File: src/rtl/tlv_container_record_parser_unit_defines.svh
// Assertion macros for the TLV container record parser.
// Used inside modules that have clk_i and rst_ni in scope.
`ifndef TLV_CONTAINER_RECORD_PARSER_UNIT_DEFINES_SVH
`define TLV_CONTAINER_RECORD_PARSER_UNIT_DEFINES_SVH

// Same-cycle implication.
`define TLVCRP_ASSERT_IMP(lbl, ante, cons, msg) \
  lbl: assert property (@(posedge clk_i) disable iff (!rst_ni) (ante) |-> (cons)) \
    else $error(msg);

// Next-cycle implication.
`define TLVCRP_ASSERT_NEXT(lbl, ante, cons, msg) \
  lbl: assert property (@(posedge clk_i) disable iff (!rst_ni) (ante) |=> (cons)) \
    else $error(msg);

`endif

File: src/rtl/tlvcrp_pkg.sv
// Types and constants of the TLV container record parser.
// Self-contained; used by tlv_container_record_parser_unit.
`timescale 1ns / 1ps
package tlvcrp_pkg;

  typedef enum logic [3:0] {
    PH_FIRST = 4'd0,
    PH_HTYPE = 4'd1,
    PH_HLEN  = 4'd2,
    PH_HVAL  = 4'd3,
    PH_HSKIP = 4'd4,
    PH_FTYPE = 4'd5,
    PH_FLEN  = 4'd6,
    PH_FVAL  = 4'd7,
    PH_DSKIP = 4'd8,
    PH_DRAIN = 4'd9
  } phase_e;

  typedef enum logic [1:0] {
    EV_HEADER = 2'd0,
    EV_FILE   = 2'd1,
    EV_DONE   = 2'd2,
    EV_ERROR  = 2'd3
  } event_e;

  typedef enum logic [2:0] {
    ERR_NONE    = 3'd0,
    ERR_NOTCONT = 3'd1,
    ERR_LENGTH  = 3'd2,
    ERR_TYPE    = 3'd3,
    ERR_MAGIC   = 3'd4,
    ERR_CHECK   = 3'd5,
    ERR_RANGE   = 3'd6,
    ERR_COUNT   = 3'd7
  } err_e;

  localparam logic [7:0]  FT_RSV0    = 8'h00;
  localparam logic [7:0]  FT_MAGIC   = 8'h01;
  localparam logic [7:0]  FT_VERNAME = 8'h02;
  localparam logic [7:0]  FT_LENGTH  = 8'h03;
  localparam logic [7:0]  FT_COUNT   = 8'h04;
  localparam logic [7:0]  FT_CHECK   = 8'hFE;
  localparam logic [7:0]  FT_RSV1    = 8'hFF;
  localparam logic [7:0]  FIRST_TAG  = 8'h01;
  localparam logic [7:0]  SECOND_TAG = 8'h04;
  localparam logic [31:0] MAGIC_WORD = 32'hA55AA55A;

  localparam int unsigned FIFO_DEPTH = 4;
  localparam int unsigned PTR_W      = 2;
  localparam int unsigned CNT_W      = 3;

  typedef struct packed {
    logic [7:0] data_byte;
    logic       end_of_image;
  } in_t;

  typedef struct packed {
    logic [1:0]  event_res;
    logic [2:0]  error_code;
    logic [15:0] version;
    logic [15:0] file_total;
    logic [15:0] file_index;
    logic [31:0] file_length;
    logic [31:0] data_offset;
    logic [7:0]  name_length;
    logic        last;
  } out_t;

endpackage

File: src/rtl/tlv_container_record_parser_unit.sv
// A byte's results are queued when it is accepted and leave when out_ready_i takes them.
// One byte per cycle while in_ready_o is high, each yielding zero, one or two items.
// Input ready drops only while the four-entry output queue cannot take two more items.
// Reset clears the parser state to "wait first byte" and empties the output queue.
// Parser state restarts from zero on the byte after each end-of-image byte.
// Depends on tlvcrp_pkg and tlv_container_record_parser_unit_defines.svh.
`timescale 1ns / 1ps
`include "tlv_container_record_parser_unit_defines.svh"
module tlv_container_record_parser_unit #(
  parameter int unsigned POSITION_BITS = 32
) (
  input  logic               clk_i,
  input  logic               rst_ni,
  input  logic               in_valid_i,
  output logic               in_ready_o,
  input  tlvcrp_pkg::in_t    in_item_i,
  output logic               out_valid_o,
  input  logic               out_ready_i,
  output tlvcrp_pkg::out_t   out_item_o
);

  tlvcrp_pkg::phase_e phase_q, phase_d;
  logic [POSITION_BITS-1:0] pos_q, pos_d;
  logic [7:0]  first_byte_q, first_byte_d;
  logic [7:0]  field_type_q, field_type_d;
  logic [7:0]  field_rem_q, field_rem_d;
  logic [2:0]  vidx_q, vidx_d;
  logic [15:0] sum_q, sum_d;
  logic [15:0] check_q, check_d;
  logic [31:0] magic_q, magic_d;
  logic [15:0] version_q, version_d;
  logic [31:0] hdr_len_q, hdr_len_d;
  logic [15:0] files_ann_q, files_ann_d;
  logic [15:0] files_done_q, files_done_d;
  logic [31:0] rfl_q, rfl_d;
  logic [7:0]  rnl_q, rnl_d;
  logic [31:0] skip_q, skip_d;

  tlvcrp_pkg::out_t fifo_q [tlvcrp_pkg::FIFO_DEPTH];
  logic [tlvcrp_pkg::PTR_W-1:0] wr_ptr_q, rd_ptr_q;
  logic [tlvcrp_pkg::CNT_W-1:0] count_q;

  logic in_fire, out_fire;
  logic [7:0] d;
  logic eoi;
  logic [POSITION_BITS:0] consumed;
  logic [32:0] cons_ext;
  logic [31:0] part;
  logic fin, do_after, is_h;
  logic req_unknown, req_any;
  logic [7:0] req_val;
  logic [7:0] rem_dec;
  logic a_v, b_v, c_v;
  tlvcrp_pkg::event_e a_ev, b_ev;
  tlvcrp_pkg::err_e a_err, b_err;
  logic [15:0] a_idx;
  logic [31:0] a_flen, a_off;
  logic [7:0] a_nlen;
  tlvcrp_pkg::out_t res_a, res_b, res_c, res0, res1;
  logic [1:0] nres, ncand;

  assign in_fire  = in_valid_i & in_ready_o;
  assign out_fire = out_valid_o & out_ready_i;
  assign d   = in_item_i.data_byte;
  assign eoi = in_item_i.end_of_image;

  assign consumed = {1'b0, pos_q} + {{POSITION_BITS{1'b0}}, 1'b1};
  assign cons_ext = 33'(consumed);

  always_comb begin
    unique case (vidx_q)
      3'd0:    part = {24'b0, d};
      3'd1:    part = {16'b0, d, 8'b0};
      3'd2:    part = {8'b0, d, 16'b0};
      3'd3:    part = {d, 24'b0};
      default: part = '0;
    endcase
  end

  always_comb begin
    is_h        = (phase_q == tlvcrp_pkg::PH_HLEN);
    req_unknown = 1'b0;
    req_any     = 1'b0;
    req_val     = 8'd0;
    unique case (field_type_q)
      tlvcrp_pkg::FT_MAGIC:   req_val = 8'd4;
      tlvcrp_pkg::FT_VERNAME: begin
        if (is_h) begin
          req_val = 8'd2;
        end else begin
          req_any = 1'b1;
        end
      end
      tlvcrp_pkg::FT_LENGTH:  req_val = 8'd4;
      tlvcrp_pkg::FT_COUNT: begin
        if (is_h) begin
          req_val = (version_q == 16'd0) ? 8'd1 : 8'd2;
        end else begin
          req_unknown = 1'b1;
        end
      end
      tlvcrp_pkg::FT_RSV0, tlvcrp_pkg::FT_RSV1: req_val = 8'd0;
      tlvcrp_pkg::FT_CHECK:   req_val = 8'd2;
      default:                req_unknown = 1'b1;
    endcase
  end

  always_comb begin
    phase_d      = phase_q;
    pos_d        = pos_q;
    first_byte_d = first_byte_q;
    field_type_d = field_type_q;
    field_rem_d  = field_rem_q;
    vidx_d       = vidx_q;
    sum_d        = sum_q;
    check_d      = check_q;
    magic_d      = magic_q;
    version_d    = version_q;
    hdr_len_d    = hdr_len_q;
    files_ann_d  = files_ann_q;
    files_done_d = files_done_q;
    rfl_d        = rfl_q;
    rnl_d        = rnl_q;
    skip_d       = skip_q;
    fin      = 1'b0;
    do_after = 1'b0;
    rem_dec  = field_rem_q - 8'd1;
    a_v = 1'b0;
    b_v = 1'b0;
    c_v = 1'b0;
    a_ev   = tlvcrp_pkg::EV_ERROR;
    b_ev   = tlvcrp_pkg::EV_ERROR;
    a_err  = tlvcrp_pkg::ERR_NONE;
    b_err  = tlvcrp_pkg::ERR_NONE;
    a_idx  = 16'd0;
    a_flen = 32'd0;
    a_off  = 32'd0;
    a_nlen = 8'd0;

    unique case (phase_q)
      tlvcrp_pkg::PH_FIRST: begin
        first_byte_d = d;
        field_type_d = d;
        sum_d        = {8'b0, d};
        phase_d      = tlvcrp_pkg::PH_HLEN;
      end
      tlvcrp_pkg::PH_HTYPE, tlvcrp_pkg::PH_FTYPE: begin
        field_type_d = d;
        sum_d        = sum_q + {8'b0, d};
        phase_d      = (phase_q == tlvcrp_pkg::PH_HTYPE) ? tlvcrp_pkg::PH_HLEN
                                                         : tlvcrp_pkg::PH_FLEN;
      end
      tlvcrp_pkg::PH_HLEN, tlvcrp_pkg::PH_FLEN: begin
        if (is_h && pos_q == POSITION_BITS'(1) && first_byte_q != tlvcrp_pkg::FIRST_TAG &&
            d != tlvcrp_pkg::SECOND_TAG) begin
          a_v   = 1'b1;
          a_err = tlvcrp_pkg::ERR_NOTCONT;
          fin   = 1'b1;
        end else if (req_unknown) begin
          a_v   = 1'b1;
          a_err = tlvcrp_pkg::ERR_TYPE;
          fin   = 1'b1;
        end else if (!req_any && d != req_val) begin
          a_v   = 1'b1;
          a_err = tlvcrp_pkg::ERR_LENGTH;
          fin   = 1'b1;
        end else begin
          sum_d       = sum_q + {8'b0, d};
          vidx_d      = 3'd0;
          field_rem_d = d;
          unique case (field_type_q)
            tlvcrp_pkg::FT_MAGIC:   magic_d = '0;
            tlvcrp_pkg::FT_VERNAME: begin
              if (is_h) begin
                version_d = '0;
              end else begin
                rnl_d = d;
              end
            end
            tlvcrp_pkg::FT_LENGTH: begin
              if (is_h) begin
                hdr_len_d = '0;
              end else begin
                rfl_d = '0;
              end
            end
            tlvcrp_pkg::FT_COUNT:   files_ann_d = '0;
            tlvcrp_pkg::FT_CHECK:   check_d = '0;
            default: ;
          endcase
          if (is_h) begin
            phase_d = (d == 8'd0) ? tlvcrp_pkg::PH_HTYPE : tlvcrp_pkg::PH_HVAL;
          end else begin
            phase_d = (d == 8'd0) ? tlvcrp_pkg::PH_FTYPE : tlvcrp_pkg::PH_FVAL;
          end
        end
      end
      tlvcrp_pkg::PH_HVAL, tlvcrp_pkg::PH_FVAL: begin
        if (field_type_q != tlvcrp_pkg::FT_CHECK) begin
          sum_d = sum_q + {8'b0, d};
        end
        unique case (field_type_q)
          tlvcrp_pkg::FT_MAGIC: magic_d = magic_q | part;
          tlvcrp_pkg::FT_VERNAME: begin
            if (phase_q == tlvcrp_pkg::PH_HVAL) begin
              version_d = version_q | part[15:0];
            end
          end
          tlvcrp_pkg::FT_LENGTH: begin
            if (phase_q == tlvcrp_pkg::PH_HVAL) begin
              hdr_len_d = hdr_len_q | part;
            end else begin
              rfl_d = rfl_q | part;
            end
          end
          tlvcrp_pkg::FT_COUNT: files_ann_d = files_ann_q | part[15:0];
          tlvcrp_pkg::FT_CHECK: check_d = check_q | part[15:0];
          default: ;
        endcase
        vidx_d      = (vidx_q == 3'd4) ? 3'd4 : vidx_q + 3'd1;
        field_rem_d = rem_dec;
        if (rem_dec == 8'd0) begin
          if (field_type_q != tlvcrp_pkg::FT_CHECK) begin
            phase_d = (phase_q == tlvcrp_pkg::PH_HVAL) ? tlvcrp_pkg::PH_HTYPE
                                                       : tlvcrp_pkg::PH_FTYPE;
          end else if (magic_d != tlvcrp_pkg::MAGIC_WORD) begin
            a_v   = 1'b1;
            a_err = tlvcrp_pkg::ERR_MAGIC;
            fin   = 1'b1;
          end else if (sum_d != check_d) begin
            a_v   = 1'b1;
            a_err = tlvcrp_pkg::ERR_CHECK;
            fin   = 1'b1;
          end else if (phase_q == tlvcrp_pkg::PH_HVAL) begin
            a_v     = 1'b1;
            a_ev    = tlvcrp_pkg::EV_HEADER;
            skip_d  = ({1'b0, hdr_len_d} > cons_ext) ? 32'({1'b0, hdr_len_d} - cons_ext)
                                                     : 32'd0;
            phase_d = tlvcrp_pkg::PH_HSKIP;
            do_after = (skip_d == 32'd0);
          end else begin
            a_v          = 1'b1;
            a_ev         = tlvcrp_pkg::EV_FILE;
            a_idx        = files_done_q;
            a_flen       = rfl_d;
            a_off        = 32'(consumed[POSITION_BITS-1:0]);
            a_nlen       = rnl_d;
            files_done_d = files_done_q + 16'd1;
            skip_d       = rfl_d;
            phase_d      = tlvcrp_pkg::PH_DSKIP;
            do_after     = (rfl_d == 32'd0);
          end
        end
      end
      tlvcrp_pkg::PH_HSKIP, tlvcrp_pkg::PH_DSKIP: begin
        skip_d   = skip_q - 32'd1;
        do_after = (skip_d == 32'd0);
      end
      default: ;
    endcase

    if (do_after) begin
      if (files_done_d == files_ann_d) begin
        b_v  = 1'b1;
        b_ev = tlvcrp_pkg::EV_DONE;
        fin  = 1'b1;
      end else if (eoi) begin
        b_v   = 1'b1;
        b_err = tlvcrp_pkg::ERR_COUNT;
        fin   = 1'b1;
      end else begin
        sum_d   = '0;
        magic_d = '0;
        check_d = '0;
        rfl_d   = '0;
        rnl_d   = '0;
        phase_d = tlvcrp_pkg::PH_FTYPE;
      end
    end

    if (eoi && !fin && phase_d != tlvcrp_pkg::PH_DRAIN) begin
      c_v = 1'b1;
      fin = 1'b1;
    end

    res_a = '{event_res: a_ev, error_code: a_err, version: version_d,
              file_total: files_ann_d, file_index: a_idx, file_length: a_flen,
              data_offset: a_off, name_length: a_nlen, last: 1'b0};
    res_b = '{event_res: b_ev, error_code: b_err, version: version_d,
              file_total: files_ann_d, file_index: 16'd0, file_length: 32'd0,
              data_offset: 32'd0, name_length: 8'd0, last: 1'b0};
    res_c = '{event_res: tlvcrp_pkg::EV_ERROR, error_code: tlvcrp_pkg::ERR_RANGE,
              version: version_d, file_total: files_ann_d, file_index: 16'd0,
              file_length: 32'd0, data_offset: 32'd0, name_length: 8'd0, last: 1'b0};

    pos_d = consumed[POSITION_BITS-1:0];
    if (eoi) begin
      phase_d      = tlvcrp_pkg::PH_FIRST;
      pos_d        = '0;
      first_byte_d = '0;
      field_type_d = '0;
      field_rem_d  = '0;
      vidx_d       = '0;
      sum_d        = '0;
      check_d      = '0;
      magic_d      = '0;
      version_d    = '0;
      hdr_len_d    = '0;
      files_ann_d  = '0;
      files_done_d = '0;
      rfl_d        = '0;
      rnl_d        = '0;
      skip_d       = '0;
    end else if (fin) begin
      phase_d = tlvcrp_pkg::PH_DRAIN;
    end
  end

  always_comb begin
    ncand = 2'({1'b0, a_v} + {1'b0, b_v} + {1'b0, c_v});
    nres  = (ncand > 2'd2) ? 2'd2 : ncand;
    res0  = a_v ? res_a : (b_v ? res_b : res_c);
    res1  = (a_v && b_v) ? res_b : res_c;
    res0.last = (nres == 2'd1);
    res1.last = 1'b1;
  end

  always_ff @(posedge clk_i or negedge rst_ni) begin
    if (!rst_ni) begin
      phase_q      <= tlvcrp_pkg::PH_FIRST;
      pos_q        <= '0;
      first_byte_q <= '0;
      field_type_q <= '0;
      field_rem_q  <= '0;
      vidx_q       <= '0;
      sum_q        <= '0;
      check_q      <= '0;
      magic_q      <= '0;
      version_q    <= '0;
      hdr_len_q    <= '0;
      files_ann_q  <= '0;
      files_done_q <= '0;
      rfl_q        <= '0;
      rnl_q        <= '0;
      skip_q       <= '0;
    end else if (in_fire) begin
      phase_q      <= phase_d;
      pos_q        <= pos_d;
      first_byte_q <= first_byte_d;
      field_type_q <= field_type_d;
      field_rem_q  <= field_rem_d;
      vidx_q       <= vidx_d;
      sum_q        <= sum_d;
      check_q      <= check_d;
      magic_q      <= magic_d;
      version_q    <= version_d;
      hdr_len_q    <= hdr_len_d;
      files_ann_q  <= files_ann_d;
      files_done_q <= files_done_d;
      rfl_q        <= rfl_d;
      rnl_q        <= rnl_d;
      skip_q       <= skip_d;
    end
  end

  always_ff @(posedge clk_i or negedge rst_ni) begin
    if (!rst_ni) begin
      wr_ptr_q <= '0;
      rd_ptr_q <= '0;
      count_q  <= '0;
    end else begin
      if (in_fire) begin
        wr_ptr_q <= wr_ptr_q + tlvcrp_pkg::PTR_W'(nres);
      end
      if (out_fire) begin
        rd_ptr_q <= rd_ptr_q + tlvcrp_pkg::PTR_W'(1);
      end
      count_q <= count_q + (in_fire ? tlvcrp_pkg::CNT_W'(nres) : '0)
                 - tlvcrp_pkg::CNT_W'(out_fire);
    end
  end

  always_ff @(posedge clk_i) begin
    if (in_fire && nres != 2'd0) begin
      fifo_q[wr_ptr_q] <= res0;
    end
    if (in_fire && nres == 2'd2) begin
      fifo_q[wr_ptr_q + tlvcrp_pkg::PTR_W'(1)] <= res1;
    end
  end

  assign in_ready_o  = (count_q <= tlvcrp_pkg::CNT_W'(tlvcrp_pkg::FIFO_DEPTH - 2));
  assign out_valid_o = (count_q != '0);
  assign out_item_o  = fifo_q[rd_ptr_q];

  `TLVCRP_ASSERT_IMP(a_count_range, 1'b1,
    count_q <= tlvcrp_pkg::CNT_W'(tlvcrp_pkg::FIFO_DEPTH), "output queue overflow")
  `TLVCRP_ASSERT_NEXT(a_count_track, in_fire && !out_fire,
    count_q == $past(count_q + {1'b0, nres}), "output queue count lost items")
  `TLVCRP_ASSERT_NEXT(a_eoi_restart, in_fire && eoi,
    phase_q == tlvcrp_pkg::PH_FIRST && pos_q == '0, "no restart after end of image")
  `TLVCRP_ASSERT_IMP(a_err_code, out_valid_o && out_item_o.event_res != tlvcrp_pkg::EV_ERROR,
    out_item_o.error_code == tlvcrp_pkg::ERR_NONE, "error code on non-error item")
  `TLVCRP_ASSERT_IMP(a_file_fields, out_valid_o && out_item_o.event_res != tlvcrp_pkg::EV_FILE,
    out_item_o.file_index == '0 && out_item_o.data_offset == '0, "file fields on other item")

endmodule

File: config.mk
export PLATFORM = sky130hd
export DESIGN_NAME = tlv_container_record_parser_unit
export DESIGN_NICKNAME = d
export VERILOG_FILES = /design/src/rtl/tlvcrp_pkg.sv /design/src/rtl/tlv_container_record_parser_unit.sv
export VERILOG_INCLUDE_DIRS = /design/src /design/src/rtl
export SDC_FILE = /design/constraint.sdc
export NUM_CORES = 2
export LEC_CHECK = 0
export BUFFER_PORTS_ARGS = -buffer_cell sky130_fd_sc_hd__buf_2
export CORE_MARGIN = 10
export CORE_UTILIZATION = 40
export CTS_BUF_LIST = sky130_fd_sc_hd__clkbuf_4
export DETAILED_ROUTE_END_ITERATION = 10
export GPL_TIMING_DRIVEN = 0
export REMOVE_ABC_BUFFERS = 1
export SYNTH_ARGS = -nofsm -noshare
export SYNTH_HDL_FRONTEND = slang
export SYNTH_SLANG_ARGS = --single-unit
File: constraint.sdc
create_clock -name clk_i -period 10.72 [get_ports clk_i]
set_clock_uncertainty 0.05 [all_clocks]
set_input_delay 0.536 -clock clk_i [delete_from_list [all_inputs] [get_ports clk_i]]
set_output_delay 0.536 -clock clk_i [all_outputs]
set_load 0.01 [all_outputs]
==> summary.txt <==
Global routing
  – Via count of the first global-routing pass: between 30000 and 40000
  – First-pass GRT wire length: about 220 mm
  – Number of antenna violations at the first check in global routing: 3
  – GR Util All Layers: 0.236
  – Largest net degree at the start of global routing: 96
  – Gr ovfl total: 0

Synthesis
  – Cells after Synth: approximately 4400
  – Simple-Gate Fraction of Synth Area: 0.184
  – Syn Std Cell Area: around 0.04 mm^2
  – Seq cells post-synth: 790
  – Asr flop ratio synth: 0.362
  – Synth top area cells: dfxtp_1, dfrtp_1, edfxtp_1
  – Post-synthesis mux area share: 0.0741
  – Compound-cell area share of the yosys netlist: 0.207
  – Synth warnings: 0
  – Largest area contributor in the netlist: dfxtp_1
  – Synth Area in Adders: 0.0193
  – Dominant synthesized flop cell: dfxtp_1
  – Largest family of logic cells by synthesized area: compound AO/OA/AOI/OAI gates
  – Avg Inst Size Synth: about 9.4 um^2
  – Post-Synth XOR/XNOR Area: 0.0203
  – Number of synthesized flops with an enable pin: approximately 140
  – Yosys top cell area share: 0.175
  – Synth cell types: 106
  – Post-synthesis sequential area ratio: 0.455

STA
  – RSZ-0062 raised after global routing: false
  – Fin crit period: 10.29 ns
  – Setup violators final: 0
  – Setup WS post-layout: between 0.4 and 0.5 ns
  – Final Hold Viols: 0
  – Worst Max-Slew Pin Slew: ~1.5 ns
  – Final Cycle Share: 0.960
  – Final slew viol count: 0
  – Slew margin rel.: 0.0211
  – Fmax: ~97 MHz

Clock network
  – Clock Root Buffer: clkbuf_4
  – Clock Sinks: about 800
  – CTS buffer count: approximately 200
  – CTS tree: done
  – Max Root-Sink Buffers: 3
  – Clk slew on worst S/H paths: around 0.08 ns
  – H-tree depth: 4
  – Worst skew pair latency: around 1.2 ns

Setup path
  – WP data arrival: roughly 11 ns
  – Critical path origin: phase_q[2]$_DFFE_PN0P_
  – CP Data Required Time: roughly 12 ns
  – Critical R2R Launch: phase_q[2]$_DFFE_PN0P_
  – Worst path max stage delay: a little under 0.8 ns
  – CP most frequent cell: nand2_1
  – CP max stage cell: dfrtp_1
  – CP Capture Type: flip-flop
  – Kind of critical path: flip-flop to flip-flop
  – CP Max Fanout: 42
  – CP startpoint kind: flip-flop

Routing
  – Via Count: 36400
  – Vias per cell: about 6.1
  – Wirelength per Cell: ~24 um
  – Residual DRC: 0
  – Antenna-violating nets left: 0
  – Initial DRC count: just under 4000
  – DRT Pass-1 Iters: 6
  – WL final: 142 mm

Final layout
  – Fin util: 0.454
  – Most frequent cells in the layout: o21ai_0, nand2_1, nor2_1
  – Finished Layout Cells: 5961
  – Most common cell after layout, fill and taps aside: o21ai_0
  – Area grow syn2layout: 12.7%
  – Share of layout cells above drive strength 1: 0.164
  – Nets: 4495

Floorplan
  – Die width: between 300 and 400 um
  – Row Count: about 120
  – Initial Util: 0.403
  – Core area: just over 0.1 mm^2
  – I/O Pins: 141
  – Die Ht: about 340 um
  – Total die area: ~0.12 mm^2

Placed design
  – Placer Congestion: ~0.95
  – Placed instance count: ~5600
  – Port bufs: 140
  – DPL Wire Length: roughly 97 mm
  – Pre-CTS setup slack: -0.397 ns

Pwr
  – Power Dens Cells: around 210 mW/mm^2
  – P_leak: around 18 nW
  – Final Power: ~9.7 mW
  – Maximum vdd ir drop: between 0.00015 and 0.0002 V

Worst hold path
  – Hold WC Path Type: primary input to flip-flop
  – Hold path start: out_ready_i

Run status
  – Outcome: finished clean

Run
  – Max-cap viol count: 0
-- metal layers --
| layer | GRT usage | part of all wire | up-vias |
|---|---|---|---|
| li1 | - | - | 16600 |
| met1 | 0.328 | 0.43 | 17800 |
| met2 | 0.349 | 0.44 | 1692 |
| met3 | 0.0571 | 0.091 | 306 |
| met4 | 0.0986 | 0.039 | 0 |
| met5 | 0 | 0 | - |
-- what timing repair did --
item	in CTS	in global routing
pin swaps	1	0
setup buffers	1	0
cloned	0	0
endpoints found under the setup margin	48	105
endpoints found under the hold margin	138	0
hold buffers	13	0
gates resized for setup	2	5
-- critical path: cells and delay by family (launching register included) --
kind                     cells  cell delay [ns]
flip-flops                   1             0.78
buffers and inverters        6             1.67
adder cells (fa/ha/maj)      2             0.93
XOR/XNOR                     1             0.57
AO/OA/AOI/OAI                8             2.84
AND/OR/NAND/NOR             12             3.18
-- metrics by stage --
stage	setup TNS [ns]	hold slack (ns)	area, um^2
after floorplan	-168.55	0.190	39700
after global placement	-5007.71	0.381	42100
after detailed placement	-6.83	0.392	43400
after CTS	0	0.200	46300
after global routing	0	0.246	46300
final	0	0.294	46300
-- state kept, by name, summed over array words and instances (netlist names) --
signal and count:
check_q 16, count_q 3, field_rem_q 8, field_type_q 8
fifo_q 504, files_ann_q 16, files_done_q 16, first_byte_q 8
hdr_len_q 32, magic_q 32, phase_q 4, pos_q 32
rd_ptr_q 2, rfl_q 32, rnl_q 8, skip_q 32
sum_q 16, version_q 16, vidx_q 3, wr_ptr_q 2
-- where the power goes --
part	leakage, nW	internal, mW	switching, mW
Combinational	8.42	1.20	2.30
Clock	1.57	1.36	1.31
Sequential	8.17	3.23	0.297
-- cell type report --
cell class	count	area, um^2
clock inverter	69	402
clock buffer	300	2250
antenna	8	20.0
fill	9912	55600
inverter	62	233
tap	1368	1710
sequential	790	18700
multi-input combinational	3155	21000
timing repair buffer	209	2010
-- synth_stat cells (all sizes together) (59+ instances only) --
master	instances
a21o	65
a21oi	228
a22o	106
a32o	60
clkbuf	301
dfrtp	286
dfxtp	360
edfxtp	144
inv	59
mux4	126
nand2	376
nand3	332
nor2	382
nor3	60
nor4	65
o21ai	525
-- cell families after synthesis --
group / count (synthesis)
flip-flops: 790
multiplexers: 146
XOR/XNOR: 92
adder cells (fa/ha/maj): 61
AO/OA/AOI/OAI: 1317
buffers and inverters: 419
AND/OR/NAND/NOR: 1539
-- worst paths after layout --
check | cells past startpoint | endpoint | slack (ns)
worst max-delay path | 29 | fifo_q[0][120]$_DFFE_PP_ | 0.43
worst min-delay path | 4 | rd_ptr_q[0]$_DFFE_PN0P_ | 0.29
worst max register to register | 29 | fifo_q[0][120]$_DFFE_PP_ | 0.43
worst min register to register | 2 | fifo_q[2][75]$_SDFFE_PP0P_ | 0.41
max in group asynchronous | 6 | rnl_q[2]$_DFFE_PN0P_ | 8.79
min in group asynchronous | 4 | pos_q[17]$_DFFE_PN0P_ | 0.46
(Power assumes the default switching activity.)
